===== config.mk =====
export PLATFORM = sky130hd
export DESIGN_NAME = aes_key_ram
export DESIGN_NICKNAME = d
export VERILOG_FILES = /design/src/rtl/aes_pkg.sv /design/src/rtl/aes_key_ram.sv
export SDC_FILE = /design/constraint.sdc
export NUM_CORES = 2
export LEC_CHECK = 0
export ABC_AREA = 1
export BUFFER_PORTS_ARGS = -buffer_cell sky130_fd_sc_hd__buf_2
export CORE_UTILIZATION = 59
export CTS_BUF_LIST = sky130_fd_sc_hd__clkbuf_8
export DETAILED_ROUTE_END_ITERATION = 16
export MAX_ROUTING_LAYER = met4
export PLACE_DENSITY = 0.79
export SYNTH_ARGS = -nofsm -noshare
export SYNTH_HDL_FRONTEND = slang
export SYNTH_SLANG_ARGS = --single-unit

===== constraint.sdc =====
create_clock -name clk -period 2.81 [get_ports clk]
set_input_delay 0.562 -clock clk [delete_from_list [all_inputs] [get_ports clk]]
set_output_delay 0.562 -clock clk [all_outputs]
set_load 0.01 [all_outputs]

===== src/rtl/aes_pkg.sv =====
`default_nettype none
// ----------------------------------------------------------------------------
// AES package
// Payload types, controller/datapath command struct, S-box tables
// and GF(2^8) helpers shared by the cipher modules.
// ----------------------------------------------------------------------------
package aes_pkg;

  localparam logic [7:0] POLY_LOW = 8'h1b;
  localparam logic [7:0] TOP_BIT  = 8'h80;
  localparam int unsigned CFG_IDX_W = 2;

  typedef struct packed {
    logic        mode;
    logic [63:0] block_first_half;
    logic [63:0] block_second_half;
    logic        final_block;
  } aes_in_t;

  typedef struct packed {
    logic [63:0] result_first_half;
    logic [63:0] result_second_half;
    logic        result_final;
  } aes_out_t;

  // commands from controller to datapath
  typedef struct packed {
    logic load_block;   // capture input block (also reused for the initial key add)
    logic round_step;   // apply one cipher round
    logic last_round;   // round without (inv) MixColumns
    logic key_init;     // load key words into schedule window
    logic key_step;     // produce one expanded key word
  } aes_cmd_t;

  function automatic logic [7:0] xtime(input logic [7:0] a);
    xtime = {a[6:0], 1'b0} ^ ((a & TOP_BIT) != 8'h00 ? POLY_LOW : 8'h00);
  endfunction

  function automatic logic [7:0] gmul(input logic [7:0] a, input logic [3:0] b);
    logic [7:0] acc;
    logic [7:0] p;
    acc = 8'h00;
    p   = a;
    for (int k = 0; k < 4; k++) begin
      if (b[k]) acc = acc ^ p;
      p = xtime(p);
    end
    gmul = acc;
  endfunction

  localparam logic [7:0] SBOX [256] = '{
    8'h63,8'h7c,8'h77,8'h7b,8'hf2,8'h6b,8'h6f,8'hc5,8'h30,8'h01,8'h67,8'h2b,8'hfe,8'hd7,8'hab,8'h76,
    8'hca,8'h82,8'hc9,8'h7d,8'hfa,8'h59,8'h47,8'hf0,8'had,8'hd4,8'ha2,8'haf,8'h9c,8'ha4,8'h72,8'hc0,
    8'hb7,8'hfd,8'h93,8'h26,8'h36,8'h3f,8'hf7,8'hcc,8'h34,8'ha5,8'he5,8'hf1,8'h71,8'hd8,8'h31,8'h15,
    8'h04,8'hc7,8'h23,8'hc3,8'h18,8'h96,8'h05,8'h9a,8'h07,8'h12,8'h80,8'he2,8'heb,8'h27,8'hb2,8'h75,
    8'h09,8'h83,8'h2c,8'h1a,8'h1b,8'h6e,8'h5a,8'ha0,8'h52,8'h3b,8'hd6,8'hb3,8'h29,8'he3,8'h2f,8'h84,
    8'h53,8'hd1,8'h00,8'hed,8'h20,8'hfc,8'hb1,8'h5b,8'h6a,8'hcb,8'hbe,8'h39,8'h4a,8'h4c,8'h58,8'hcf,
    8'hd0,8'hef,8'haa,8'hfb,8'h43,8'h4d,8'h33,8'h85,8'h45,8'hf9,8'h02,8'h7f,8'h50,8'h3c,8'h9f,8'ha8,
    8'h51,8'ha3,8'h40,8'h8f,8'h92,8'h9d,8'h38,8'hf5,8'hbc,8'hb6,8'hda,8'h21,8'h10,8'hff,8'hf3,8'hd2,
    8'hcd,8'h0c,8'h13,8'hec,8'h5f,8'h97,8'h44,8'h17,8'hc4,8'ha7,8'h7e,8'h3d,8'h64,8'h5d,8'h19,8'h73,
    8'h60,8'h81,8'h4f,8'hdc,8'h22,8'h2a,8'h90,8'h88,8'h46,8'hee,8'hb8,8'h14,8'hde,8'h5e,8'h0b,8'hdb,
    8'he0,8'h32,8'h3a,8'h0a,8'h49,8'h06,8'h24,8'h5c,8'hc2,8'hd3,8'hac,8'h62,8'h91,8'h95,8'he4,8'h79,
    8'he7,8'hc8,8'h37,8'h6d,8'h8d,8'hd5,8'h4e,8'ha9,8'h6c,8'h56,8'hf4,8'hea,8'h65,8'h7a,8'hae,8'h08,
    8'hba,8'h78,8'h25,8'h2e,8'h1c,8'ha6,8'hb4,8'hc6,8'he8,8'hdd,8'h74,8'h1f,8'h4b,8'hbd,8'h8b,8'h8a,
    8'h70,8'h3e,8'hb5,8'h66,8'h48,8'h03,8'hf6,8'h0e,8'h61,8'h35,8'h57,8'hb9,8'h86,8'hc1,8'h1d,8'h9e,
    8'he1,8'hf8,8'h98,8'h11,8'h69,8'hd9,8'h8e,8'h94,8'h9b,8'h1e,8'h87,8'he9,8'hce,8'h55,8'h28,8'hdf,
    8'h8c,8'ha1,8'h89,8'h0d,8'hbf,8'he6,8'h42,8'h68,8'h41,8'h99,8'h2d,8'h0f,8'hb0,8'h54,8'hbb,8'h16
  };

  localparam logic [7:0] INV_SBOX [256] = '{
    8'h52,8'h09,8'h6a,8'hd5,8'h30,8'h36,8'ha5,8'h38,8'hbf,8'h40,8'ha3,8'h9e,8'h81,8'hf3,8'hd7,8'hfb,
    8'h7c,8'he3,8'h39,8'h82,8'h9b,8'h2f,8'hff,8'h87,8'h34,8'h8e,8'h43,8'h44,8'hc4,8'hde,8'he9,8'hcb,
    8'h54,8'h7b,8'h94,8'h32,8'ha6,8'hc2,8'h23,8'h3d,8'hee,8'h4c,8'h95,8'h0b,8'h42,8'hfa,8'hc3,8'h4e,
    8'h08,8'h2e,8'ha1,8'h66,8'h28,8'hd9,8'h24,8'hb2,8'h76,8'h5b,8'ha2,8'h49,8'h6d,8'h8b,8'hd1,8'h25,
    8'h72,8'hf8,8'hf6,8'h64,8'h86,8'h68,8'h98,8'h16,8'hd4,8'ha4,8'h5c,8'hcc,8'h5d,8'h65,8'hb6,8'h92,
    8'h6c,8'h70,8'h48,8'h50,8'hfd,8'hed,8'hb9,8'hda,8'h5e,8'h15,8'h46,8'h57,8'ha7,8'h8d,8'h9d,8'h84,
    8'h90,8'hd8,8'hab,8'h00,8'h8c,8'hbc,8'hd3,8'h0a,8'hf7,8'he4,8'h58,8'h05,8'hb8,8'hb3,8'h45,8'h06,
    8'hd0,8'h2c,8'h1e,8'h8f,8'hca,8'h3f,8'h0f,8'h02,8'hc1,8'haf,8'hbd,8'h03,8'h01,8'h13,8'h8a,8'h6b,
    8'h3a,8'h91,8'h11,8'h41,8'h4f,8'h67,8'hdc,8'hea,8'h97,8'hf2,8'hcf,8'hce,8'hf0,8'hb4,8'he6,8'h73,
    8'h96,8'hac,8'h74,8'h22,8'he7,8'had,8'h35,8'h85,8'he2,8'hf9,8'h37,8'he8,8'h1c,8'h75,8'hdf,8'h6e,
    8'h47,8'hf1,8'h1a,8'h71,8'h1d,8'h29,8'hc5,8'h89,8'h6f,8'hb7,8'h62,8'h0e,8'haa,8'h18,8'hbe,8'h1b,
    8'hfc,8'h56,8'h3e,8'h4b,8'hc6,8'hd2,8'h79,8'h20,8'h9a,8'hdb,8'hc0,8'hfe,8'h78,8'hcd,8'h5a,8'hf4,
    8'h1f,8'hdd,8'ha8,8'h33,8'h88,8'h07,8'hc7,8'h31,8'hb1,8'h12,8'h10,8'h59,8'h27,8'h80,8'hec,8'h5f,
    8'h60,8'h51,8'h7f,8'ha9,8'h19,8'hb5,8'h4a,8'h0d,8'h2d,8'he5,8'h7a,8'h9f,8'h93,8'hc9,8'h9c,8'hef,
    8'ha0,8'he0,8'h3b,8'h4d,8'hae,8'h2a,8'hf5,8'hb0,8'hc8,8'heb,8'hbb,8'h3c,8'h83,8'h53,8'h99,8'h61,
    8'h17,8'h2b,8'h04,8'h7e,8'hba,8'h77,8'hd6,8'h26,8'he1,8'h69,8'h14,8'h63,8'h55,8'h21,8'h0c,8'h7d
  };

  function automatic logic [31:0] sub_word(input logic [31:0] w);
    sub_word = {SBOX[w[31:24]], SBOX[w[23:16]], SBOX[w[15:8]], SBOX[w[7:0]]};
  endfunction

endpackage : aes_pkg
`default_nettype wire


===== src/rtl/aes_key_ram.sv =====
`default_nettype none
// ----------------------------------------------------------------------------
// AES round-key store
// Holds the expanded key words, one word written and one round (four words)
// read per cycle, read data registered.
// ----------------------------------------------------------------------------
module aes_key_ram
  import aes_pkg::*;
#(
  parameter int unsigned ROUNDS = 14
) (
  input  wire  logic                             clk,
  input  wire  logic                             wr_en,
  input  wire  logic [$clog2(4*(ROUNDS+1))-1:0]  wr_addr,
  input  wire  logic [31:0]                      wr_data,
  input  wire  logic [$clog2(ROUNDS+1)-1:0]      rd_round,
  output logic [127:0]                           rd_data
);

  localparam int unsigned DEPTH = ROUNDS + 1;

  // one row per round, four words per row; word lane selected on write
  logic [31:0] mem0 [DEPTH];
  logic [31:0] mem1 [DEPTH];
  logic [31:0] mem2 [DEPTH];
  logic [31:0] mem3 [DEPTH];
  logic [$clog2(ROUNDS+1)-1:0] wr_row;

  assign wr_row = wr_addr[$clog2(4*(ROUNDS+1))-1:2];

  // write one word
  always_ff @(posedge clk) begin
    if (wr_en) begin
      case (wr_addr[1:0])
        2'd0: mem0[wr_row] <= wr_data;
        2'd1: mem1[wr_row] <= wr_data;
        2'd2: mem2[wr_row] <= wr_data;
        default: mem3[wr_row] <= wr_data;
      endcase
    end
  end

  // read one round key
  always_ff @(posedge clk) begin
    rd_data <= {mem0[rd_round], mem1[rd_round], mem2[rd_round], mem3[rd_round]};
  end

endmodule : aes_key_ram
`default_nettype wire


# After elaboration in Yosys (flattened, before gate mapping)
# Memory sizes are Yosys's and may differ from the RTL's. A register that Yosys moved wholly into a read port is not among the register bits.
# Cells that the tools add are included.
# op_classes
eq_ne,2
muxes,12
n_reduce_logical,2
# op_table
cell,n
$mux W1,12
$reduce_or A3 Y1,1
$eq A2 B1 Y1 const B,1
$eq A2 B2 Y1 const B,1
$logic_not A2 Y1,1
# word_totals
regBits,0
ram_bits,1920
inputBits,44
out_inout_bits,128
wordCells,20
memories,4
# mem_list
memory,depth,width,rd,rd_clocked_by_memory_dff,write_ports,line,text
mem0,15,32,1,1,1,aes_key_ram.sv:23,logic [31:0] mem0 [DEPTH];
mem1,15,32,1,1,1,aes_key_ram.sv:24,logic [31:0] mem1 [DEPTH];
mem2,15,32,1,1,1,aes_key_ram.sv:25,logic [31:0] mem2 [DEPTH];
mem3,15,32,1,1,1,aes_key_ram.sv:26,logic [31:0] mem3 [DEPTH];

# Depth between registers and ports, before layout
# logic_depth
word_depth,5
depth_mapped,11
depth_no_buf,8

# Worst setup path after synthesis
# No wires, ideal clock.
# synth_path
path_type,in2reg
start,input wr_addr[1]
end,memory mem0[7][0] (enable)
setup_ps,421
arrival_ps,2385
required_time_ps,2389
slack_ps,4
cell_stages,4
n_path_buf,1
cell_sequence,inv_1 -> nand3_1 -> clkbuf_1 -> nor2_1
# synth_between
elab_chain_cells,4
# synth_lines
item,line,text
from (decl),aes_key_ram.sv:14,"input wire logic [$clog2(4*(ROUNDS+1))-1:0] wr_addr,"
$logic_not A2 Y1,aes_key_ram.sv:34,case (wr_addr[1:0])
$mux W1,aes_key_ram.sv:34,
$mux W1,aes_key_ram.sv:33,if (wr_en) begin
$mux W1 (not written as such),aes_key_ram.sv:35,2'd0: mem0[wr_row] <= wr_data;
to (decl),aes_key_ram.sv:23,
# Every way passes these cells.

==> summary.md <==
| Metric | Value |
|---|---|
| Final Instance Area | `93000 µm²` |
| CORE AREA | `137000 µm²` |
| Dpl hpwl | `119 mm` |
| Vias in the first global route | `54900` |
| Final setup fails | `0` |
| Synth async-reset ratio | `0` |
| Final Net Count | `7663` |
| Hold path startpoint | `wr_data[17]` |
| Mean Syn Cell Area | `11.2 µm²` |
| Reg2Reg Setup Slack | `0.80 ns` |
| Drt pass-1 iters | `9` |
| Top post-synthesis cells by area | `edfxtp_1 (71%), nand2_1 (14%), nand3_1 (6.8%)` |
| Final Non-Filler Cells | `9675` |
| Reg-to-Reg Start | `mem0[5][5]` |
| Ys Warns | `0` |
| Chip width | `374 µm` |
| Share of cells above drive strength 1 | `0.114` |
| Finished Core Util | `0.677` |
| CP Launch Point | `rd_round[2]` |
| Sinks on Clock Net | `2048` |
| Fmax | `411 MHz` |
| Post-synth top area cell | `edfxtp_1` |
| Initial detailed-routing violation count | `7617` |
| Cell Chain, Critical Path | `dlygate4sd3_1 -> buf_6 -> inv_8 -> buf_4 -> nand3_1 -> nand3_1 -> dlygate4sd3_1 -> nand2_1 -> dlygate4sd3_1` |
| Grt ovf | `0` |
| Hold WC Path Type | `input port to flip-flop` |
| Sequential fraction of the synthesis area | `0.737` |
| Synthesized net count | `7313` |
| Syn Inst Count | `7269` |
| Worst-Skew Late Latency | `1.04 ns` |
| Clk Tree Root Cell | `clkbuf_8` |
| Total die area | `140000 µm²` |
| WHS | `0.0715 ns` |
| Initial antenna violation count | `14` |
| Outcome | `finished, final reports clean` |
| Area used by multi-input combinational logic | `18200 µm²` |
| Slowest CP cell | `dlygate4sd3_1` |
| Total I/O pin count | `172` |
| Cells on worst reg2reg path | `8` |
| Initial core utilization | `0.595` |
| Unrepaired setup endpoints after global routing | `false` |
| WL final | `217 mm` |
| Placed instance area | `86700 µm²` |
| Mapped Area | `81700 µm²` |
| Reg area | `60200 µm²` |
| Post-synth top area share | `0.706` |
| Placed Cells | `9069` |
| Max Cap Violations | `0` |
| Worst Hold End | `mem1[4][17]` |
| Hold path depth | `1` |
| Tcrit/Tclk final | `0.867` |
| P&R area growth vs syn | `13.9%` |
| Vias post-DR | `56100` |
| Count leader, synth | `nand2_1` |
| Htree depth | `5` |
| Critical path startpoint category | `input port` |
| First-pass GRT wire length | `324 mm` |
| FP Rows | `136` |
| Distinct cells, synth | `16` |
| Routed length per instance | `22.4 µm` |
| Prevailing post-synth register cell | `edfxtp_1` |
| Setup Buffers After CTS | `0` |
| Max-slew headroom | `0.274` |
| Residual DRC | `0` |
| Die height | `374 µm` |
| Clock transition at path regs | `0.07 ns` |
| Register bit count reported by yosys | `2048` |
| Top cells by count, synth | `nand2_1 (2941), edfxtp_1 (1920), nand3_1 (1112)` |
| EDFF count, synth | `1920` |
| Worst slew pin tran | `1.09 ns` |
| Crit-path most repeated cell | `dlygate4sd3_1` |
| Largest net degree at the start of global routing | `146` |
| Fin crit period | `2.44 ns` |
| Crit path DAT | `3.34 ns` |
| Slew Viols, Final | `0` |
| Fill cells | `9097` |
| Number of port buffers | `171` |
| CP peak stage delay | `0.55 ns` |
| Total CTS buffers | `329` |
| Clk_skew | `0.0908 ns` |
| Power Density | `668 nW/µm²` |
| Reg2reg end | `rd_data[101]` |
| Crit end category | `flip-flop` |
| Clk buf depth | `4` |
| CTS tree | `built` |
| Tot GR Track Use | `0.319` |
| Critical path class | `input port to flip-flop` |
| Final setup TNS | `0 ns` |
| Avg Vias per Cell | `5.80` |
| VDD IR max | `0.575 mV` |
| Routability cong. | `0.841` |
| Leak | `37.2 nW` |
| DRT antenna net count | `0` |
| Worst EP required | `3.71 ns` |
| Maximum fanout along the worst path | `44` |
| Final Hold Fails | `0` |
==> worst max-delay path: cells and delay by family <==
family,cells,cell delay (ns)
buffers and inverters,6,2.52
and+or+nand+nor,3,0.23
==> placed cells by master, fill, tap and decap left out, types with 114 or more instances in the layout <==
cell type	Yosys	final
nand2_1	2941	2941
edfxtp_1	1920	1920
nand3_1	1112	1108
inv_1	464	571
clkbuf_8	0	369
nor2_1	288	228
buf_2	259	167
dfxtp_1	128	128
buf_12	0	121
buf_4	19	114
==> cells by family after synthesis <==
group	synth area share
DFF	0.737
AOI/OAI and AO/OA	0.0000612
buffers and inverters	0.0451
and+or+nand+nor	0.217
==> report_power, final <==
group	total, mW	internal (mW)	switching (mW)	leakage, nW
clock network	24.2	12.8	11.4	3.57
logic	3.99	1.13	2.87	15.3
registers	34.0	33.7	0.222	18.4
total	62.1	47.7	14.4	37.2
==> flip-flops by register name (all words and copies together) (netlist names) <==
register / flops
rd_data: 128
mem2: 480
mem0: 480
mem1: 480
mem3: 480
==> layout make-up <==
type | instances | share of cell area
Timing Repair Buffer | 419 | 0.0462
Clock buffer | 369 | 0.0546
Sequential cell | 2048 | 0.648
Multi-Input combinational cell | 4354 | 0.196
Tap cell | 1794 | 0.0241
Antenna cell | 13 | 0.000350
Clock inverter | 211 | 0.0118
Inverter | 467 | 0.0192
==> through the flow <==
| stage | setup slack (ns) | power [mW] |
|---|---|---|
| 2_1_floorplan | 0.00372 | 36.5 |
| 3_3_place_gp | 0.528 | 38.4 |
| 3_5_place_dp | 0.506 | 38.5 |
| 4_1_cts | 0.401 | 62.3 |
| 5_1_grt | 0.315 | 63.9 |
| 6_report | 0.374 | 62.1 |
==> per-layer routing <==
| metal | GRT usage | routed length (µm) | vias up |
|---|---|---|---|
| li1 | - | - | 25000 |
| met4 | 0.125 | 7600 | 0 |
| met1 | 0.423 | 80300 | 26600 |
| met3 | 0.0686 | 27700 | 553 |
| met2 | 0.484 | 101000 | 3931 |
| met5 | - | 0 | - |
==> worst max-delay path by stage <==
stage / endpoint / slack, ns / depth (start not counted)
after global routing: rd_data[101] / 0.32 / 9
after global placement: rd_data[20] / 0.53 / 10
final: rd_data[101] / 0.37 / 9
after floorplan: mem0[7][0] / 0.004 / 4
after detailed placement: rd_data[40] / 0.51 / 8
after CTS: rd_data[65] / 0.40 / 1
==> what timing repair did <==
item | in CTS | in global routing
resized for setup | 0 | 0
hold buffers | 13 | 0
endpoints found under the hold margin | 96 | 0
(Power assumes the default switching activity.)
