**config.mk**
```make
export PLATFORM = sky130hd
export DESIGN_NAME = aes_ctrl
export DESIGN_NICKNAME = d
export VERILOG_FILES = /design/src/rtl/aes_pkg.sv /design/src/rtl/aes_ctrl.sv
export SDC_FILE = /design/constraint.sdc
export NUM_CORES = 1
export LEC_CHECK = 0
export BUFFER_PORTS_ARGS = -buffer_cell sky130_fd_sc_hd__buf_2
export CORE_MARGIN = 1.5
export CORE_UTILIZATION = 30
export DETAILED_ROUTE_END_ITERATION = 6
export GPL_ROUTABILITY_DRIVEN = 0
export SLEW_MARGIN = 10
export SYNTH_ARGS = -nofsm -noshare
export SYNTH_HDL_FRONTEND = slang
export SYNTH_SLANG_ARGS = --single-unit
```
**constraint.sdc**
```tcl
create_clock -name clk -period 2.1 [get_ports clk]
set_input_delay 0.21 -clock clk [delete_from_list [all_inputs] [get_ports clk]]
set_output_delay 0.21 -clock clk [all_outputs]
set_load 0.005 [all_outputs]
```
**src/rtl/aes_pkg.sv**
```systemverilog
`default_nettype none
// ----------------------------------------------------------------------------
// AES package
// Payload types, controller/datapath command struct, S-box tables
// and GF(2^8) helpers shared by the cipher modules.
// ----------------------------------------------------------------------------
package aes_pkg;

  localparam logic [7:0] POLY_LOW = 8'h1b;
  localparam logic [7:0] TOP_BIT  = 8'h80;
  localparam int unsigned CFG_IDX_W = 2;

  typedef struct packed {
    logic        mode;
    logic [63:0] block_first_half;
    logic [63:0] block_second_half;
    logic        final_block;
  } aes_in_t;

  typedef struct packed {
    logic [63:0] result_first_half;
    logic [63:0] result_second_half;
    logic        result_final;
  } aes_out_t;

  // commands from controller to datapath
  typedef struct packed {
    logic load_block;   // capture input block (also reused for the initial key add)
    logic round_step;   // apply one cipher round
    logic last_round;   // round without (inv) MixColumns
    logic key_init;     // load key words into schedule window
    logic key_step;     // produce one expanded key word
  } aes_cmd_t;

  function automatic logic [7:0] xtime(input logic [7:0] a);
    xtime = {a[6:0], 1'b0} ^ ((a & TOP_BIT) != 8'h00 ? POLY_LOW : 8'h00);
  endfunction

  function automatic logic [7:0] gmul(input logic [7:0] a, input logic [3:0] b);
    logic [7:0] acc;
    logic [7:0] p;
    acc = 8'h00;
    p   = a;
    for (int k = 0; k < 4; k++) begin
      if (b[k]) acc = acc ^ p;
      p = xtime(p);
    end
    gmul = acc;
  endfunction

  localparam logic [7:0] SBOX [256] = '{
    8'h63,8'h7c,8'h77,8'h7b,8'hf2,8'h6b,8'h6f,8'hc5,8'h30,8'h01,8'h67,8'h2b,8'hfe,8'hd7,8'hab,8'h76,
    8'hca,8'h82,8'hc9,8'h7d,8'hfa,8'h59,8'h47,8'hf0,8'had,8'hd4,8'ha2,8'haf,8'h9c,8'ha4,8'h72,8'hc0,
    8'hb7,8'hfd,8'h93,8'h26,8'h36,8'h3f,8'hf7,8'hcc,8'h34,8'ha5,8'he5,8'hf1,8'h71,8'hd8,8'h31,8'h15,
    8'h04,8'hc7,8'h23,8'hc3,8'h18,8'h96,8'h05,8'h9a,8'h07,8'h12,8'h80,8'he2,8'heb,8'h27,8'hb2,8'h75,
    8'h09,8'h83,8'h2c,8'h1a,8'h1b,8'h6e,8'h5a,8'ha0,8'h52,8'h3b,8'hd6,8'hb3,8'h29,8'he3,8'h2f,8'h84,
    8'h53,8'hd1,8'h00,8'hed,8'h20,8'hfc,8'hb1,8'h5b,8'h6a,8'hcb,8'hbe,8'h39,8'h4a,8'h4c,8'h58,8'hcf,
    8'hd0,8'hef,8'haa,8'hfb,8'h43,8'h4d,8'h33,8'h85,8'h45,8'hf9,8'h02,8'h7f,8'h50,8'h3c,8'h9f,8'ha8,
    8'h51,8'ha3,8'h40,8'h8f,8'h92,8'h9d,8'h38,8'hf5,8'hbc,8'hb6,8'hda,8'h21,8'h10,8'hff,8'hf3,8'hd2,
    8'hcd,8'h0c,8'h13,8'hec,8'h5f,8'h97,8'h44,8'h17,8'hc4,8'ha7,8'h7e,8'h3d,8'h64,8'h5d,8'h19,8'h73,
    8'h60,8'h81,8'h4f,8'hdc,8'h22,8'h2a,8'h90,8'h88,8'h46,8'hee,8'hb8,8'h14,8'hde,8'h5e,8'h0b,8'hdb,
    8'he0,8'h32,8'h3a,8'h0a,8'h49,8'h06,8'h24,8'h5c,8'hc2,8'hd3,8'hac,8'h62,8'h91,8'h95,8'he4,8'h79,
    8'he7,8'hc8,8'h37,8'h6d,8'h8d,8'hd5,8'h4e,8'ha9,8'h6c,8'h56,8'hf4,8'hea,8'h65,8'h7a,8'hae,8'h08,
    8'hba,8'h78,8'h25,8'h2e,8'h1c,8'ha6,8'hb4,8'hc6,8'he8,8'hdd,8'h74,8'h1f,8'h4b,8'hbd,8'h8b,8'h8a,
    8'h70,8'h3e,8'hb5,8'h66,8'h48,8'h03,8'hf6,8'h0e,8'h61,8'h35,8'h57,8'hb9,8'h86,8'hc1,8'h1d,8'h9e,
    8'he1,8'hf8,8'h98,8'h11,8'h69,8'hd9,8'h8e,8'h94,8'h9b,8'h1e,8'h87,8'he9,8'hce,8'h55,8'h28,8'hdf,
    8'h8c,8'ha1,8'h89,8'h0d,8'hbf,8'he6,8'h42,8'h68,8'h41,8'h99,8'h2d,8'h0f,8'hb0,8'h54,8'hbb,8'h16
  };

  localparam logic [7:0] INV_SBOX [256] = '{
    8'h52,8'h09,8'h6a,8'hd5,8'h30,8'h36,8'ha5,8'h38,8'hbf,8'h40,8'ha3,8'h9e,8'h81,8'hf3,8'hd7,8'hfb,
    8'h7c,8'he3,8'h39,8'h82,8'h9b,8'h2f,8'hff,8'h87,8'h34,8'h8e,8'h43,8'h44,8'hc4,8'hde,8'he9,8'hcb,
    8'h54,8'h7b,8'h94,8'h32,8'ha6,8'hc2,8'h23,8'h3d,8'hee,8'h4c,8'h95,8'h0b,8'h42,8'hfa,8'hc3,8'h4e,
    8'h08,8'h2e,8'ha1,8'h66,8'h28,8'hd9,8'h24,8'hb2,8'h76,8'h5b,8'ha2,8'h49,8'h6d,8'h8b,8'hd1,8'h25,
    8'h72,8'hf8,8'hf6,8'h64,8'h86,8'h68,8'h98,8'h16,8'hd4,8'ha4,8'h5c,8'hcc,8'h5d,8'h65,8'hb6,8'h92,
    8'h6c,8'h70,8'h48,8'h50,8'hfd,8'hed,8'hb9,8'hda,8'h5e,8'h15,8'h46,8'h57,8'ha7,8'h8d,8'h9d,8'h84,
    8'h90,8'hd8,8'hab,8'h00,8'h8c,8'hbc,8'hd3,8'h0a,8'hf7,8'he4,8'h58,8'h05,8'hb8,8'hb3,8'h45,8'h06,
    8'hd0,8'h2c,8'h1e,8'h8f,8'hca,8'h3f,8'h0f,8'h02,8'hc1,8'haf,8'hbd,8'h03,8'h01,8'h13,8'h8a,8'h6b,
    8'h3a,8'h91,8'h11,8'h41,8'h4f,8'h67,8'hdc,8'hea,8'h97,8'hf2,8'hcf,8'hce,8'hf0,8'hb4,8'he6,8'h73,
    8'h96,8'hac,8'h74,8'h22,8'he7,8'had,8'h35,8'h85,8'he2,8'hf9,8'h37,8'he8,8'h1c,8'h75,8'hdf,8'h6e,
    8'h47,8'hf1,8'h1a,8'h71,8'h1d,8'h29,8'hc5,8'h89,8'h6f,8'hb7,8'h62,8'h0e,8'haa,8'h18,8'hbe,8'h1b,
    8'hfc,8'h56,8'h3e,8'h4b,8'hc6,8'hd2,8'h79,8'h20,8'h9a,8'hdb,8'hc0,8'hfe,8'h78,8'hcd,8'h5a,8'hf4,
    8'h1f,8'hdd,8'ha8,8'h33,8'h88,8'h07,8'hc7,8'h31,8'hb1,8'h12,8'h10,8'h59,8'h27,8'h80,8'hec,8'h5f,
    8'h60,8'h51,8'h7f,8'ha9,8'h19,8'hb5,8'h4a,8'h0d,8'h2d,8'he5,8'h7a,8'h9f,8'h93,8'hc9,8'h9c,8'hef,
    8'ha0,8'he0,8'h3b,8'h4d,8'hae,8'h2a,8'hf5,8'hb0,8'hc8,8'heb,8'hbb,8'h3c,8'h83,8'h53,8'h99,8'h61,
    8'h17,8'h2b,8'h04,8'h7e,8'hba,8'h77,8'hd6,8'h26,8'he1,8'h69,8'h14,8'h63,8'h55,8'h21,8'h0c,8'h7d
  };

  function automatic logic [31:0] sub_word(input logic [31:0] w);
    sub_word = {SBOX[w[31:24]], SBOX[w[23:16]], SBOX[w[15:8]], SBOX[w[7:0]]};
  endfunction

endpackage : aes_pkg
`default_nettype wire

```
**src/rtl/aes_ctrl.sv**
```systemverilog
`default_nettype none
// ----------------------------------------------------------------------------
// AES controller
// Sequences key expansion, the initial key addition, the rounds and the
// output register handshake.
// ----------------------------------------------------------------------------
module aes_ctrl
  import aes_pkg::*;
#(
  parameter int unsigned ROUNDS    = 14,
  parameter int unsigned KEY_WORDS = 8
) (
  input  wire  logic                             clk,
  input  wire  logic                             rst_n,
  input  wire  logic                             in_valid,
  output logic                                   in_stall,
  input  wire  logic                             in_mode,
  input  wire  logic                             key_dirty,
  output logic                                   key_done,
  input  wire  logic                             mode_q,
  output aes_cmd_t                               cmd,
  output logic                                   kw_sub_rot,
  output logic                                   kw_sub_only,
  output logic                                   wr_en,
  output logic [$clog2(4*(ROUNDS+1))-1:0]        wr_addr,
  output logic [$clog2(ROUNDS+1)-1:0]            rd_round,
  output logic                                   add_first,
  output logic                                   out_load,
  input  wire  logic                             out_busy
);

  localparam int unsigned WORDS = 4 * (ROUNDS + 1);
  localparam int unsigned WA_W  = $clog2(WORDS);
  localparam int unsigned RD_W  = $clog2(ROUNDS + 1);
  localparam int unsigned KM_W  = $clog2(KEY_WORDS);

  typedef enum logic [2:0] {
    S_IDLE, S_KEYLOAD, S_KEYGEN, S_FETCH, S_ADD0, S_ROUND, S_DONE
  } state_t;

  state_t          state_r, state_nxt;
  logic [WA_W-1:0] widx_r, widx_nxt;    // next word index to write
  logic [KM_W:0]   kmod_r, kmod_nxt;    // widx mod KEY_WORDS
  logic [RD_W-1:0] rnd_r, rnd_nxt;      // current round number

  assign kw_sub_rot  = (kmod_r == '0);
  assign kw_sub_only = (KEY_WORDS > 6) && (kmod_r == (KM_W+1)'(4));

  always_comb begin
    state_nxt = state_r;
    widx_nxt  = widx_r;
    kmod_nxt  = kmod_r;
    rnd_nxt   = rnd_r;
    cmd       = '0;
    wr_en     = 1'b0;
    wr_addr   = widx_r;
    key_done  = 1'b0;
    add_first = 1'b0;
    out_load  = 1'b0;
    in_stall  = 1'b1;
    rd_round  = rnd_r;
    case (state_r)
      S_IDLE: begin
        in_stall = 1'b0;
        if (in_valid) begin
          cmd.load_block = 1'b1;
          if (key_dirty) begin
            state_nxt = S_KEYLOAD;
          end else begin
            state_nxt = S_FETCH;
          end
          rd_round = in_mode ? RD_W'(ROUNDS) : '0;
        end
      end
      // copy key into window
      S_KEYLOAD: begin
        cmd.key_init = 1'b1;
        widx_nxt     = '0;
        state_nxt    = S_KEYGEN;
      end
      S_KEYGEN: begin
        // first KEY_WORDS words are the key itself, window head
        wr_en = 1'b1;
        if (widx_r < WA_W'(KEY_WORDS)) begin
          wr_addr = widx_r;
        end
        cmd.key_step = (widx_r >= WA_W'(KEY_WORDS));
        if (widx_r == WA_W'(KEY_WORDS - 1)) kmod_nxt = '0;
        else if (widx_r >= WA_W'(KEY_WORDS))
          kmod_nxt = (kmod_r == (KM_W+1)'(KEY_WORDS-1)) ? '0 : kmod_r + 1'b1;
        widx_nxt = widx_r + 1'b1;
        if (widx_r == WA_W'(WORDS - 1)) begin
          key_done  = 1'b1;
          state_nxt = S_FETCH;
        end
        rd_round = mode_q ? RD_W'(ROUNDS) : '0;
      end
      // read data for the first round key becomes valid
      S_FETCH: begin
        rd_round  = mode_q ? RD_W'(ROUNDS) : '0;
        state_nxt = S_ADD0;
        rnd_nxt   = '0;
      end
      S_ADD0: begin
        add_first = 1'b1;
        rd_round  = mode_q ? RD_W'(ROUNDS - 1) : RD_W'(1);
        state_nxt = S_ROUND;
        rnd_nxt   = RD_W'(1);
      end
      S_ROUND: begin
        cmd.round_step = 1'b1;
        cmd.last_round = (rnd_r == RD_W'(ROUNDS));
        rd_round = mode_q ? RD_W'(ROUNDS) - rnd_r - 1'b1 : rnd_r + 1'b1;
        rnd_nxt  = rnd_r + 1'b1;
        if (rnd_r == RD_W'(ROUNDS)) state_nxt = S_DONE;
      end
      S_DONE: begin
        if (!out_busy) begin
          out_load  = 1'b1;
          state_nxt = S_IDLE;
        end
      end
      default: state_nxt = S_IDLE;
    endcase
  end

  always_ff @(posedge clk) begin
    if (!rst_n) begin
      state_r <= S_IDLE;
      widx_r  <= '0;
      kmod_r  <= '0;
      rnd_r   <= '0;
    end else begin
      state_r <= state_nxt;
      widx_r  <= widx_nxt;
      kmod_r  <= kmod_nxt;
      rnd_r   <= rnd_nxt;
    end
  end

endmodule : aes_ctrl
`default_nettype wire

```
# Yosys cells after proc, flatten, opt, wreduce, memory -nomap -nowiden

Index checks and enable logic that the tools add are counted.

Register bits: 17
Input bits: 7
Logic and storage cells: 62

$add $sub $neg: 5
$lt $le $gt $ge: 1
Equality and inequality tests: 15
Muxes and demuxes: 29
Reductions and logical operators: 8

Operator list:

| operator                                             | number |
|---|---|
| two-way mux 4 bit                                    | 8 |
| case mux 3 bit (7 select lines)                      | 1 |
| case mux 4 bit (4 select lines)                      | 1 |
| two-way mux 3 bit                                    | 4 |
| case mux 4 bit (3 select lines)                      | 1 |
| case mux 6 bit (2 select lines)                      | 1 |
| two-way mux 1 bit                                    | 11 |
| equality test 3 bit (second input constant)          | 3 |
| adder 4 x 1 -> 4 bit (second input constant)         | 2 |
| equality test 4 x 3 -> 1 bit (second input constant) | 2 |
| != test 2 bit (second input constant)                | 4 |
| adder 6 x 1 -> 6 bit (second input constant)         | 1 |
| equality test 3 x 2 -> 1 bit (second input constant) | 2 |
| equality test 6 x 3 -> 1 bit (second input constant) | 1 |
| equality test 6 bit (second input constant)          | 1 |
| >= comparator 6 x 4 -> 1 bit (second input constant) | 1 |
| equality test 4 bit (second input constant)          | 1 |
| logical NOT 4 bit                                    | 1 |
| two-way mux 2 bit                                    | 2 |
| AND reduction 4 bit                                  | 1 |
| nonzero test 2 bit                                   | 2 |
| subtractor 4 x 1 -> 4 bit (second input constant)    | 1 |
| subtractor 4 bit (first input constant)              | 1 |
| equality test 3 x 1 -> 1 bit (second input constant) | 1 |
| other kinds (4)                                      | 4 |

# Longest topological paths before layout

Gate-level depths: netlist (run 1).

Depth in word-level cells: 4
Depth in mapped cells: 8
Gate-level depth less buffers: 7

# Least setup slack after synthesis (run 1)

Ideal clock, no wire load.

Kind: reg2out
From: register rnd_r[0]
To: output port rd_round[1]
Data arrival time: 1.342 ns
Required time: 1.890 ns
Setup slack: 0.548 ns
Stages on the path, launching flop included: 6
Path buffers: 1
Cells stage by stage: dfxtp_1 -> clkbuf_1 -> inv_1 -> ha_1 -> o311ai_1 -> a22o_1

Cells in the longest elaborated chain, start to end: 4

Ends and longest elaborated chain:

| item                              | line            | source |
|---|---|---|
| from (decl)                       | aes_ctrl.sv:44  | `logic [RD_W-1:0] rnd_r, rnd_nxt;` |
| from (signal assigned)            | aes_ctrl.sv:137 | `rnd_r <= rnd_nxt;` |
| subtractor 4 bit                  | aes_ctrl.sv:113 | `rd_round = mode_q ? RD_W'(ROUNDS) - rnd_r - 1'b1 : rnd_r + 1'b1;` |
| subtractor 4 x 1 -> 4 bit         | aes_ctrl.sv:113 |  |
| two-way mux 4 bit *               | aes_ctrl.sv:113 |  |
| case mux 4 bit (4 select lines) * | aes_ctrl.sv:62  | `case (state_r)` |
| to (decl)                         | aes_ctrl.sv:26  | `output logic [$clog2(ROUNDS+1)-1:0] rd_round,` |

Mark *: on every way between the ends. The rest lies on a longest branch, timed or not.

# Worst setup path in the final report (run 1)

Same ends and word-level chain as after synthesis.

==> metrics, run 1 <==
first-pass GRT wire length=4857 um; final setup fails=0; CTS tree=done; Seq pwr share=0.439; drt pass-1 iters=4; Chip Width=66.77 um; CTS root buffer=clkbuf_8; P_int=549.9 uW; dominant cell type by area after synthesis=dfxtp_1; number of setup buffers added after CTS=0; Leak Pwr=0.6708 nW; Critical Path Sink Type=primary output; CTS H-tree depth=1; clock-pin slew on the worst setup and hold paths=0.07 ns; core area=0.003771 mm^2; status=finished, final reports clean; Starting Density=0.3235; clk_skew=between 0.0015 and 0.002 ns; die area=0.004458 mm^2; Clock Power Share=0.317; crit-path max cell delay=between 0.5 and 0.6 ns; largest net degree at the start of global routing=17; post-CTS sizing=0; GRT Total Usage=0.1373; DRC Markers=0; worst min-delay path class=primary input to flop; worst-path cell chain=inv_1, ha_1, o311ai_1, a22o_1, buf_2; layout cells sized above 1=0.2606; most common cell in the netlist=nor2_1; RSZ-0062 raised after global routing=no; dpl cell area=0.001413 mm^2; Net Sw Frac=0.3146; max-cap violations=0; Final Instance Count excl. Fillers=236; antenna cell count=0; Sw Pwr=252.4 uW; vias in the first global route=1104; Worst Path Required=~1.9 ns; share of flip-flops with an asynchronous set or reset=0; WL/cell=12.03 um; Pwr per Cell Area=between 500 and 600 mW/mm^2; final hold vios=0; synthesized net count=between 150 and 200; dominant cells by area after synthesis=dfxtp_1, ha_1, nor2_1; final instance area=about 0.0015 mm^2; Worst-Margin Slew=0.5491 ns; Worst path slowest cell=dfxtp_1; WL final=2840 um; placed cells=~230; Fmax=just over 0.5 GHz; EDFF count, synth=0; PortBufs=28; combinational power share=0.243; Netlist cell types=46; average size of a mapped cell=about 7.7 um^2; # rows=22; hold_buf cts=0; via count=1193; Inserted Clock Buffers=3; top_reg_cell synth=dfxtp_1; Overflow after GRT=0; Post-Route Setup TNS=0 ns; Die Height=~67 um; clock latency on the worst-skew pair=0.26 ns; post-synth top area share=0.2790; area delta synth->final=19.90%; WHS=0.1637 ns; Setup Crit Path Kind=flop to primary output; Worst slew margin=0.6335; commonest cells in the synthesized netlist=nor2_1, dfxtp_1, a21oi_1; Max IR drop VDD=between 0.15 and 0.2 mV; DR iter-0 viols=between 50 and 60; Bufs and invs on worst path=2; critical path launch point type=flop; Max Buffers Root-to-Sink=2; critical path's top delay family=flip-flops; Final Max Slew Viols=0; clock sink total=17; critical path peak fanout=9; flip-flop and latch count after synthesis=17; Via-to-Cell Ratio=5.055; Final ANT Viol Nets=0; Yosys warnings=0; Synth Cell Area=0.001220 mm^2; Seq/Total Area, Yosys=0.2790; filler instances=384; final net count=204; CP arrival=1.73 ns; initial antenna violation count=0; final cycle utilization of the critical path=0.9236; total I/O pin count=29; Detail Placement HPWL=2136 um; minimum clock period=~1.9 ns; Synth Instances=159
[cells in the final DEF, fill, tap and decap left out, types with 4 or more instances in the layout]
cell type,instances
buf_4,4
a21oi_1,14
dfxtp_1,14
o21ai_0,9
mux2i_1,5
inv_1,12
buf_2,28
nor2_1,20
nor3_1,4
and2_1,4
nand2_1,6
a22oi_1,6
inv_2,4
ha_1,8
[kinds of logic (layout without fill, tap and decap cells)]
kind of cell               after synthesis  in the layout  share of synthesized area
and+or+nand+nor                         53             53                     0.2287
AOI/OAI and AO/OA                       51             51                     0.2749
buffers and inverters                   23             52                    0.08000
DFF                                     17             17                     0.2790
adders and majority gates                8              8                    0.08205
muxes                                    5              5                    0.04103
xor gates and xnor gates                 2              2                    0.01436
[per-layer routing]
metal  wire (um)  share of wire  track usage  up-vias
met4          54          0.019      0.04847        0
met3          79          0.028      0.01858        7
met5           0              0            0        -
met2        1301           0.46       0.2150       21
met1        1405           0.49       0.1914      533
li1            -              -            -      632
[per-stage QoR]
step,power [mW],utilization,worst slack (ns)
after floorplan,0.4955,-,0.5477
after global placement,0.5540,0.3746,0.2677
after detailed placement,0.5548,0.3746,0.2998
after CTS,0.8080,0.3869,0.009441
after global routing,0.8470,0.3879,0.01689
final,0.8023,0.3879,0.1604
[power by group through the flow]
| stage | registers [mW] | clock network, mW | logic (mW) |
|---|---|---|---|
| 3_3_place_gp | 0.359 | 0 | 0.195 |
| 3_5_place_dp | 0.359 | 0 | 0.196 |
| 5_1_grt | 0.355 | 0.272 | 0.219 |
| 2_1_floorplan | 0.347 | 0 | 0.149 |
| 6_report | 0.353 | 0.255 | 0.195 |
| 4_1_cts | 0.351 | 0.260 | 0.197 |
[cell type report]
type                            count  area, um^2  area share
Clock buffer                        3       41.29     0.02823
Clock inverter                      1       5.005    0.003422
Inverter                           16       60.06     0.04106
Multi-Input combinational cell    119       782.0      0.5346
Sequential cell                    17       344.1      0.2352
Tap cell                           48       60.06     0.04106
Timing Repair Buffer               32       170.2      0.1163
[final timing paths]
path	start	endpoint	slack [ns]	cells past startpoint
max reg2reg	widx_r[0]	state_r[0]	0.59	6
min reg2reg	widx_r[2]	widx_r[2]	0.53	2
min	rst_n	rnd_r[1]	0.16	2
max	rnd_r[0]	rd_round[1]	0.16	5
[registers in the layout, indices dropped and copies added (netlist names)]
register and cells:
widx_r 6, kmod_r 4, rnd_r 4, state_r 3
[worst reg2reg max path: stages, from the launching register on]
cell and delay [ns]:
dfxtp_1 0.40, ha_1 0.24, nand4_1 0.10, or2_0 0.24, o31a_1 0.25, a2bb2oi_1 0.13
nor2_1 0.09
Power figures use the tool's default switching activity.
==> run 2, diff against run 1 <==
PLACE_DENSITY_LB_ADDON = 0.25   (was default)
clock period = 2.3 ns   (was 2.1 ns; I/O delays follow)
==> run 2 against run 1 <==
First-iteration DRC count fell by 35%; sequential share of layout area barely moved; routed wire length rose by 2.0%; critical path depth rose by 2; combinational power fell by 9%; count of clock-buffer cells in the layout did not move; global-route usage rose by 1.2 points; highest routed layer unchanged.
==> metrics, run 2 (synthesis gave the netlist of run 1 again) <==
status=finished, final reports clean; number of setup buffers added after CTS=0 (unchanged); clk_skew=0.006561 ns (+0.004725 ns); hold_buf cts=0 (unchanged); clock sink total=17 (unchanged); CTS H-tree depth=1 (unchanged); Fmax=0.4965 GHz; Via-to-Cell Ratio=5.115 (+1.2%); DRC Markers=0 (unchanged); critical path launch point type=flop; Final ANT Viol Nets=0 (unchanged); post-CTS sizing=0 (unchanged); final net count=203 (-0.49%); Inserted Clock Buffers=3 (unchanged); die area=0.004458 mm^2 (unchanged); critical path peak fanout=8 (-1); Worst Path Required=2.07 ns (+0.18 ns); Worst-Margin Slew=0.5381 ns (-0.01102 ns); Die Height=66.77 um (unchanged); GRT Total Usage=0.1497 (+0.01241); drt pass-1 iters=4 (unchanged); clock latency on the worst-skew pair=0.26 ns (about the same); layout cells sized above 1=0.2406 (-0.02000); Critical Path Sink Type=primary output; CTS tree=done; minimum clock period=~2 ns; worst min-delay path class=primary input to flop; DR iter-0 viols=34 (-35%); CTS root buffer=clkbuf_8; clock-pin slew on the worst setup and hold paths=0.06 ns (about the same); Chip Width=66.77 um (unchanged); Largest Register=widx_r; biggest regs=widx_r (6), kmod_r (4), rnd_r (4); Largest register FFs=6 (unchanged); Overflow after GRT=0 (unchanged); CP arrival=1.78 ns (+0.05 ns); area delta synth->final=19.08%; final setup fails=0 (unchanged); initial antenna violation count=0 (unchanged); Final Instance Count excl. Fillers=235 (-0.42%); final cycle utilization of the critical path=0.8757; PortBufs=28 (unchanged); WL final=2898 um (+2.0%); first-pass GRT wire length=5092 um (+4.8%); RSZ-0062 raised after global routing=no; total I/O pin count=29 (unchanged); commonest non-fill, non-tap cell in the layout=buf_2; Starting Density=0.3235 (unchanged); Final Max Slew Viols=0 (unchanged); filler instances=422 (+9.9%); Leak Pwr=0.6647 nW (-0.91%); largest net degree at the start of global routing=17 (unchanged); antenna cell count=0 (unchanged); commonest non-fill, non-tap cells in the layout=buf_2, nor2_1, dfxtp_1; vias in the first global route=1121 (+1.5%); Worst slew margin=0.6409 (+0.007356); via count=1202 (+0.75%); Max Buffers Root-to-Sink=2 (unchanged); Max IR drop VDD=0.3667 mV (+130%); max-cap violations=0 (unchanged); placed cells=231 (-0.43%); Post-Route Setup TNS=0 ns (unchanged); Setup Crit Path Kind=flop to primary output; # rows=22 (unchanged); Pwr per Cell Area=498.4 mW/mm^2 (-9.1%); final hold vios=0 (unchanged); Detail Placement HPWL=2142 um (+0.29%); WL/cell=12.33 um (+2.5%); core area=0.003771 mm^2 (unchanged)
run 2: changes by cell type in the layout (fill, tap and decap cells not counted), sizes merged:
cell  previous run  this run
buf             32        31
run 2: report_power, final:
part           total, mW  switching (mW)  leakage [nW]  internal [mW]
combinational      0.178           0.102         0.501         0.0767
sequential         0.320          0.0165         0.138          0.304
clock              0.225           0.105        0.0255          0.120
run 2: per-layer routing:
metal / global-route usage / vias up / part of all wire
met5: 0 / - / 0
met4: 0.06122 / 0 / 0.015
met3: 0.03547 / 4 / 0.035
met2: 0.2300 / 15 / 0.45
met1: 0.1998 / 557 / 0.50
li1: - / 626 / -
run 2: final timing paths:
check | startpoint | to | slack [ns] | depth (start not counted)
worst max-delay path | rnd_r[1] | rd_round[3] | 0.29 | 7
worst min register to register | widx_r[2] | widx_r[2] | 0.54 | 2
worst max register to register | state_r[2] | kmod_r[1] | 0.66 | 7
worst min-delay path | rst_n | rnd_r[1] | 0.19 | 2
run 2: stage by stage:
stage	hold WS [ns]	setup slack (ns)	power [mW]	util	instance area, um^2
floorplan	0.3517	0.7277	0.4524	-	1220
global placement	0.4551	0.4791	0.5071	0.3726	1405
detailed placement	0.4527	0.4634	0.5061	0.3726	1405
CTS	0.1852	0.1794	0.7369	0.3849	1451
global route	0.2035	0.1079	0.7787	0.3852	1453
finish	0.1948	0.2858	0.7239	0.3852	1453
run 2: layout make-up:
type                       instances  area (um^2)  share of cell area
tap                               48        60.06             0.04134
clock inverter                     1        5.005            0.003445
inverter                          16        60.06             0.04134
timing repair buffer              31        162.7              0.1120
clock buffer                       3        41.29             0.02842
sequential                        17        341.6              0.2351
multi-input combinational        119        782.0              0.5383
run 2: worst max-delay path: stages, from the launching register on:
cell      delay, ns
dfxtp_1        0.51
ha_1           0.23
nand2_1        0.09
mux2i_1        0.18
mux2i_1        0.20
o211ai_1       0.10
o21a_1         0.11
buf_2          0.12
==> run 3, diff against run 2 <==
ABC_AREA = 1   (was default)
==> run 3 against run 2 <==
Clock power is 2% higher; largest cell class unchanged; worst setup slack better by 0.21 ns; clock skew is 0.0040 ns lower; final area is 0.17% higher; count of clock-buffer cells in the layout stayed put; critical path type unchanged; fmax is 12% higher; die area is 0.60% lower; via count is 3.5% higher; critical path depth is 1 lower; critical endpoint is now rd_round[0]; power is 66% higher; synthesized cell count is 16% higher; first-iteration DRC count is 120% higher.
==> metrics, run 3 <==
Seq/Total Area, Yosys=0.2807 (+0.001727); Pwr per Cell Area=827.7 mW/mm^2 (+66%); drt pass-1 iters=4 (unchanged); DRC Markers=0 (unchanged); hold_buf cts=0 (unchanged); clock sink total=17 (unchanged); final net count=232 (+14%); GRT Total Usage=0.1389 (-0.01080); EDFF count, synth=0 (unchanged); Inserted Clock Buffers=3 (unchanged); critical path's top delay family=simple AND/OR/NAND/NOR gates; Max IR drop VDD=0.3989 mV (+8.8%); commonest non-fill, non-tap cell in the layout=nand2_1; Netlist cell types=27 (-41%); WL final=2817 um (-2.8%); Setup Crit Path Kind=flop to primary output; CTS root buffer=clkbuf_8; placed cells=260 (+13%); critical path peak fanout=7 (-1); CTS tree=done; DR iter-0 viols=76 (+120%); core area=0.003771 mm^2 (unchanged); Yosys warnings=0 (unchanged); commonest non-fill, non-tap cells in the layout=nand2_1, buf_2, inv_1; CP arrival=1.57 ns (-0.21 ns); post-layout util=0.3859 (+0.0006640); Bufs and invs on worst path=2 (+1); Largest Register=widx_r; Final Instance Count excl. Fillers=264 (+12%); commonest cells in the synthesized netlist=nand2_1, inv_1, nor2_1; Leak Pwr=0.7461 nW (+12%); area delta synth->final=20.02%; Max Buffers Root-to-Sink=2 (unchanged); average size of a mapped cell=6.554 um^2 (-15%); WHS=0.2763 ns (+0.08146 ns); Die Height=66.57 um (-0.30%); CTS H-tree depth=1 (unchanged); max-cap violations=0 (unchanged); total power=1.204 mW (+66%); Final ANT Viol Nets=0 (unchanged); critical path launch point type=flop; final instance area=0.001455 mm^2 (+0.17%); vias in the first global route=1094 (-2.4%); Chip Width=66.57 um (-0.30%); Fmax=0.5557 GHz (+12%); most common cell in the netlist=nand2_1; clock-pin slew on the worst setup and hold paths=0.07 ns (about the same); Via-to-Cell Ratio=4.712 (-7.9%); Worst slew margin=0.7669 (+0.1260); largest net degree at the start of global routing=11 (-6); top_reg_cell synth=dfxtp_1; clk_skew=0.002560 ns (-0.004001 ns); via count=1244 (+3.5%); post-synth top area share=0.2807 (+0.001727); synthesized net count=200 (+15%); Setup WS post-layout=0.5004 ns (+0.2146 ns); Detail Placement HPWL=2138 um (-0.18%); Overflow after GRT=0 (unchanged); antenna cell count=0 (unchanged); final setup fails=0 (unchanged); dominant cell type by area after synthesis=dfxtp_1; Final Max Slew Viols=0 (unchanged); flip-flop and latch count after synthesis=17 (unchanged); number of setup buffers added after CTS=0 (unchanged); Worst-Margin Slew=0.3470 ns (-0.1911 ns); final cycle utilization of the critical path=0.7824 (-0.09329); worst-path cell chain=inv_2, nand2_2, nor2_1, a21oi_1, o21ai_0, buf_2; Worst path slowest cell=dfxtp_1; clock latency on the worst-skew pair=0.25 ns (about the same); Largest register FFs=6 (unchanged); status=finished, final reports clean; final hold vios=0 (unchanged); crit-path max cell delay=0.36 ns (-0.15 ns); # rows=22 (unchanged); Critical Path Sink Type=primary output; biggest regs=widx_r (6), kmod_r (4), rnd_r (4); PortBufs=28 (unchanged); share of flip-flops with an asynchronous set or reset=0 (unchanged); die area=0.004432 mm^2 (-0.60%); initial antenna violation count=0 (unchanged); total I/O pin count=29 (unchanged); minimum clock period=1.800 ns (-0.2146 ns); dominant cells by area after synthesis=dfxtp_1, nand2_1, ha_1; worst min-delay path class=primary input to flop; Synth Cell Area=0.001212 mm^2 (-0.62%); Starting Density=0.3215 (-0.001991); dpl cell area=0.001409 mm^2 (+0.27%); Worst Path Required=2.07 ns (about the same); first-pass GRT wire length=4795 um (-5.8%); Post-Route Setup TNS=0 ns (unchanged); WL/cell=10.67 um (-13%); layout cells sized above 1=0.2083 (-0.03231); RSZ-0062 raised after global routing=no; pre-CTS setup slack=0.7739 ns (+0.3104 ns); post-CTS sizing=0 (unchanged); Synth Instances=185 (+16%)
run 3: cell types whose count changed after synthesis, sizes merged, moves of 3 or more:
cell / previous run / this run
nand2: 6 / 49
inv: 16 / 27
nand3: 4 / 11
o21ai: 12 / 6
a22oi: 6 / 1
mux2i: 5 / 0
and2: 4 / 0
buf: 4 / 0
nand3b: 3 / 0
nor3: 5 / 8
xor2: 1 / 4
run 3: where the power goes:
| part | leakage [nW] | internal (mW) | switching, mW |
|---|---|---|---|
| Sequential | 0.138 | 0.333 | 0.0551 |
| Combinational | 0.583 | 0.208 | 0.378 |
| Clock | 0.0255 | 0.120 | 0.109 |
run 3: layout make-up:
cell class,count,area (um^2)
clock buffers,3,41.29
clock inverters,1,5.005
fillers,422,2316
inverters,28,105.1
multi-input cells,139,763.2
flip-flops and latches,17,340.3
well taps,48,60.06
repair buffers,28,140.1
run 3: path summary, 6_finish.rpt:
kind | startpoint | to | slack [ns] | cells after the start
max reg2reg | state_r[1] | state_r[1] | 0.93 | 8
min | rst_n | state_r[1] | 0.28 | 3
min reg2reg | widx_r[3] | widx_r[3] | 0.53 | 2
max | state_r[2] | rd_round[0] | 0.50 | 6
run 3: worst reg2reg max path, delay by kind of cell, from the launching register on:
family	cells	cell delay [ns]
buffers and inverters	1	0.18
DFF	1	0.36
and+or+nand+nor	7	0.73
run 3: cell families (layout without fill, tap and decap cells):
group | after synthesis | count (layout) | share of synthesized area
simple gates | 98 | 98 | 0.3787
buf+inv | 29 | 60 | 0.08978
compound gates | 28 | 28 | 0.1321
flops | 17 | 17 | 0.2807
fa+ha+maj | 8 | 8 | 0.08256
xor+xnor | 5 | 5 | 0.03612
run 3: layer usage:
metal	global-route usage	vias up	part of all wire	wire, um
met5	0	-	0	0
li1	-	669	-	-
met4	0.06122	0	0.016	44
met1	0.1901	541	0.53	1501
met2	0.2163	29	0.41	1146
met3	0.01858	5	0.044	124
